`config.mk`:
```
export PLATFORM = sky130hd
export DESIGN_NAME = cht_hash_mod
export DESIGN_NICKNAME = d
export VERILOG_FILES = /design/src/rtl/core/cht_pkg.sv /design/src/rtl/core/cht_hash_mod.sv
export SDC_FILE = /design/constraint.sdc
export NUM_CORES = 1
export LEC_CHECK = 0
export ABC_AREA = 1
export BUFFER_PORTS_ARGS = -buffer_cell sky130_fd_sc_hd__buf_2
export CORE_MARGIN = 2
export CORE_UTILIZATION = 60
export DETAILED_ROUTE_END_ITERATION = 8
export GPL_TIMING_DRIVEN = 0
export PLACE_DENSITY = 0.8
export SYNTH_ARGS = -nofsm -noshare
export SYNTH_HDL_FRONTEND = slang
export SYNTH_SLANG_ARGS = --single-unit
```
`constraint.sdc`:
```
create_clock -name clk -period 8.1 [get_ports clk]
set_input_delay 1.215 -clock clk [delete_from_list [all_inputs] [get_ports clk]]
set_output_delay 1.215 -clock clk [all_outputs]
set_load 0.005 [all_outputs]
```
`src/rtl/core/cht_pkg.sv`:
```
// Shared types and codes for the chained hash table engine.
// Depends on nothing; every other file of the block imports it.
package cht_pkg;

  localparam logic [2:0] FUNC_ADD    = 3'd0;
  localparam logic [2:0] FUNC_MODIFY = 3'd1;
  localparam logic [2:0] FUNC_DELETE = 3'd2;
  localparam logic [2:0] FUNC_FIND   = 3'd3;
  localparam logic [2:0] FUNC_CLEAR  = 3'd4;

  localparam logic [1:0] ST_DONE      = 2'd0;
  localparam logic [1:0] ST_PRESENT   = 2'd1;
  localparam logic [1:0] ST_NOT_FOUND = 2'd2;
  localparam logic [1:0] ST_FULL      = 2'd3;

  localparam int KeyWidth   = 64;
  localparam int CountWidth = 11;
  localparam int CfgWidth   = 9;

  // Write enables of the three node memories.
  typedef struct packed {
    logic key;
    logic value;
    logic link;
  } node_we_t;

endpackage

```
`src/rtl/core/cht_hash_mod.sv`:
```
// Bucket index unit: 34*key mod 2^64, then a radix-16 restoring remainder
// by the configured bucket count. Depends on cht_pkg.
module cht_hash_mod import cht_pkg::*; #(
  parameter int MAX_BUCKETS = 256
) (
  input  logic                          clk,
  input  logic                          rst,
  input  logic                          start,
  input  logic [KeyWidth-1:0]           key,
  input  logic [CfgWidth-1:0]           num_buckets,
  output logic                          done,
  output logic [((MAX_BUCKETS > 1) ? $clog2(MAX_BUCKETS) : 1)-1:0] bucket
);
  localparam int BW = (MAX_BUCKETS > 1) ? $clog2(MAX_BUCKETS) : 1;
  localparam int StepBits = 4;
  localparam int Steps = KeyWidth / StepBits;
  localparam int SW = $clog2(Steps);
  localparam logic [16:0] MaxB = 17'(MAX_BUCKETS);

  logic                  busy;
  logic [KeyWidth-1:0]   dividend;
  logic [CfgWidth-1:0]   rem;
  logic [CfgWidth-1:0]   rem_next;
  logic [CfgWidth-1:0]   div_n;
  logic [CfgWidth-1:0]   n_eff;
  logic [SW-1:0]         cnt;

  always_comb begin
    if (num_buckets == '0) begin
      n_eff = CfgWidth'(1);
    end else if ({8'b0, num_buckets} > MaxB) begin
      n_eff = MaxB[CfgWidth-1:0];
    end else begin
      n_eff = num_buckets;
    end
  end

  // Four dependent compare/subtract steps per cycle on a 10-bit value.
  always_comb begin
    logic [CfgWidth:0] t;
    rem_next = rem;
    for (int i = 0; i < StepBits; i++) begin
      t = {rem_next, dividend[KeyWidth-1-i]};
      if (t >= {1'b0, div_n}) begin
        t = t - {1'b0, div_n};
      end
      rem_next = t[CfgWidth-1:0];
    end
  end

  always_ff @(posedge clk) begin
    if (rst) begin
      busy <= 1'b0;
      done <= 1'b0;
      cnt  <= '0;
    end else begin
      done <= 1'b0;
      if (start) begin
        dividend <= (key << 5) + (key << 1);
        rem      <= '0;
        div_n    <= n_eff;
        cnt      <= '0;
        busy     <= 1'b1;
      end else if (busy) begin
        dividend <= dividend << StepBits;
        rem      <= rem_next;
        cnt      <= cnt + SW'(1);
        if (cnt == SW'(Steps - 1)) begin
          busy <= 1'b0;
          done <= 1'b1;
        end
      end
    end
  end

  assign bucket = BW'(rem);

endmodule

```
==> summary.md <==
| Metric | Value |
|---|---|
| Status | complete, no violations |
| Critical Path AT | 7.77 ns |
| Slew Limit Headroom | 44.03% |
| Crit end category | register |
| Post-CTS Hold Buffers | 0 |
| I/O Pins | 85 |
| Worst-Margin Slew | 0.8363 ns |
| Top cell type's share of synthesized area | 24.25% |
| Clock Skews | 0.008540 ns |
| Final instance area | 11,120 sq um |
| Ys async rst share | 0% |
| Vias in the first global route | 10,040 |
| Slowest CP cell | fa_1 |
| Final min period | 7.700 ns |
| Share of post-route cells with drive strength above 1 | 9.816% |
| Die width | 133.3 um |
| Worst setup SP type | register |
| Placement Cell Area | 10,780 sq um |
| Fmax | 0.1299 GHz |
| Final count of hold timing violations | 0 |
| Routed Wire Length | 32,450 um |
| Setup_tns | 0 ns |
| Synth top area cells | edfxtp_1, nand2_1, ha_1, inv_1, nor2_1 |
| Top-count cell post-synth | nand2_1 |
| # clock sinks | 87 |
| Post-route ant nets | 0 |
| FF+latch count, synth | 87 |
| Skew-Pair Late Insertion Delay | 0.34 ns |
| DRT iter0 DRCs | 1,042 |
| IO buf count | 82 |
| Via Count | 10,790 |
| CTS tree | yes |
| Max incr delay on CP | 0.52 ns |
| Clock slew at reported path FFs | 0.07 ns |
| Power Density | 511.9 nW/um^2 |
| Pins Over Slew Limit | 0 |
| Die area | 17,770 sq um |
| Mean routed wirelength per cell | 17.54 um |
| CTS root buf | clkbuf_16 |
| WP data required | 8.17 ns |
| Die height | 133.3 um |
| 1st-pass router iterations | 5 |
| Final Wtd Congestion | 1.075 |
| Leading area contributor after synthesis | edfxtp_1 |
| Via density | 5.830 |
| Post-synth top cells | nand2_1, inv_1, nor2_1, o21ai_0, nand3_1 |
| Synth warn | 0 |
| Setup-failing EPs final | 0 |
| Ys flop type | edfxtp_1 |
| VDD IR max | 0.0008795 V |
| Non-filler cells in the finished layout | 1,850 |
| HPWL Detailed | 27,460 um |
| CORE AREA | 16,470 sq um |
| Syn Area/Cell | 6.586 sq um |
| First-pass GRT wire length | 50,210 um |
| Initial core utilization | 60.92% |
| Pleak | 5.237 nW |
| Max Cap Violations | 0 |
| Total CTS buffers | 9 |
| Pin count of the biggest net entering global routing | 30 |
| Fillers | 1,619 |
| Part of the Yosys area used for sequential elements | 25.45% |
| N_diodes | 0 |
| Row count | 47 |
| EDFF count, synth | 81 |
| Post-synthesis cell type count | 47 |
| # nets final | 1,803 |
| Crit Path Class | reg -> reg |
| CP dominant cell by count | nand2_1 |
| Period utilization | 95.06% |
| H-tree depth | 3 |
| DRC | 0 |
| Placed insts | 1,827 |
| Initial antenna violation count | 0 |
| CTS Buffer Depth | 2 |
| GRT Util Overall | 36.38% |
| Remaining global-route overflow | 0 |
| Synth Net Count | 1,701 |
| Layout area overhead | 10.90% |
| Mapped Area | 10,030 sq um |
| Crit-path max FO | 10 |
| HP Class | reg -> reg |
| Post-Synthesis Cells | 1,523 |
-- path summary, 6_finish.rpt --
path / startpoint / to / slack, ns / cells past startpoint
hold reg to reg: cnt[0] / cnt[0] / 0.52 / 2
hold / removal: cnt[0] / cnt[0] / 0.52 / 2
setup / recovery: div_n[0] / rem[7] / 0.40 / 41
setup reg to reg: div_n[0] / rem[7] / 0.40 / 41
-- registers in the layout, summed over array words and instances, names as in the netlist --
signal    count
rem           9
dividend     63
busy          1
div_n         9
done          1
cnt           4
-- cell type report --
cell class	instances	area (sq um)	share of cell area, %
Buffer	28	161.4	1.451
Clock buffer	11	242.7	2.182
Clock inverter	5	42.54	0.3824
Inverter	205	773.2	6.951
Multi-Input combinational cell	1203	6566	59.03
Sequential cell	87	2552	22.94
Tap cell	220	275.3	2.474
Timing Repair Buffer	91	510.5	4.589
-- placed cells by master, fill, tap and decap left out, types with 4 or more instances in the layout --
cell and instances:
a21o_1 7, a21oi_1 93, a31oi_1 28, buf_2 85, buf_4 15, clkbuf_1 14, clkbuf_16 9, dfxtp_1 6
edfxtp_1 81, fa_1 5, ha_1 97, inv_1 202, nand2_1 411, nand2_2 4, nand3_1 100, nand3_2 4
nand4_1 25, nor2_1 185, nor3_1 20, nor4_1 9, o21ai_0 101, o21ai_1 4, o21bai_1 14, or2_2 12
xnor2_1 28, xor2_1 20
-- per-stage QoR --
stage	util (%)	power [mW]	worst slack [ns]	hold slack (ns)
2_1_floorplan	-	4.110	0.5692	0.4772
3_3_place_gp	65.08	4.992	-1.760	0.4888
3_5_place_dp	65.44	5.101	0.05347	0.5026
4_1_cts	67.17	5.492	0.03221	0.5153
5_1_grt	67.56	6.193	-0.06383	0.5377
6_report	67.56	5.695	0.4001	0.5174
-- metal layers --
layer  track usage, %  wire [um]  vias to the layer above
met1            45.65      13320                     4953
met4            15.25       1424                        0
li1                 -          -                     5290
met2            63.09      15460                      460
met3            4.871       2244                       82
met5                0          0                        -
-- critical path: cells and delay by family (launching register included) --
| family | cells | cell delay, ns |
|---|---|---|
| buf+inv | 6 | 0.65 |
| compound gates | 12 | 2.39 |
| simple gates | 18 | 1.96 |
| fa+ha+maj | 5 | 1.95 |
| flops | 1 | 0.46 |
-- cell families after synthesis --
logic type | Yosys count | share of synthesized area, %
xor gates and xnor gates | 48 | 4.191
DFF | 87 | 25.45
buffers and inverters | 233 | 9.280
and+or+nand+nor | 784 | 33.05
AOI/OAI and AO/OA | 269 | 14.93
adders and majority gates | 102 | 13.10
-- repair_timing --
item | CTS | global route
setup buffers | 0 | 7
resized for setup | 0 | 6
setup endpoints to repair | 0 | 9
-- power by group --
part | switching [mW] | internal, mW | total [mW]
Sequential | 0.0375 | 0.653 | 0.690
Clock | 0.176 | 0.220 | 0.396
Combinational | 2.91 | 1.70 | 4.61
(Power assumes the default switching activity.)
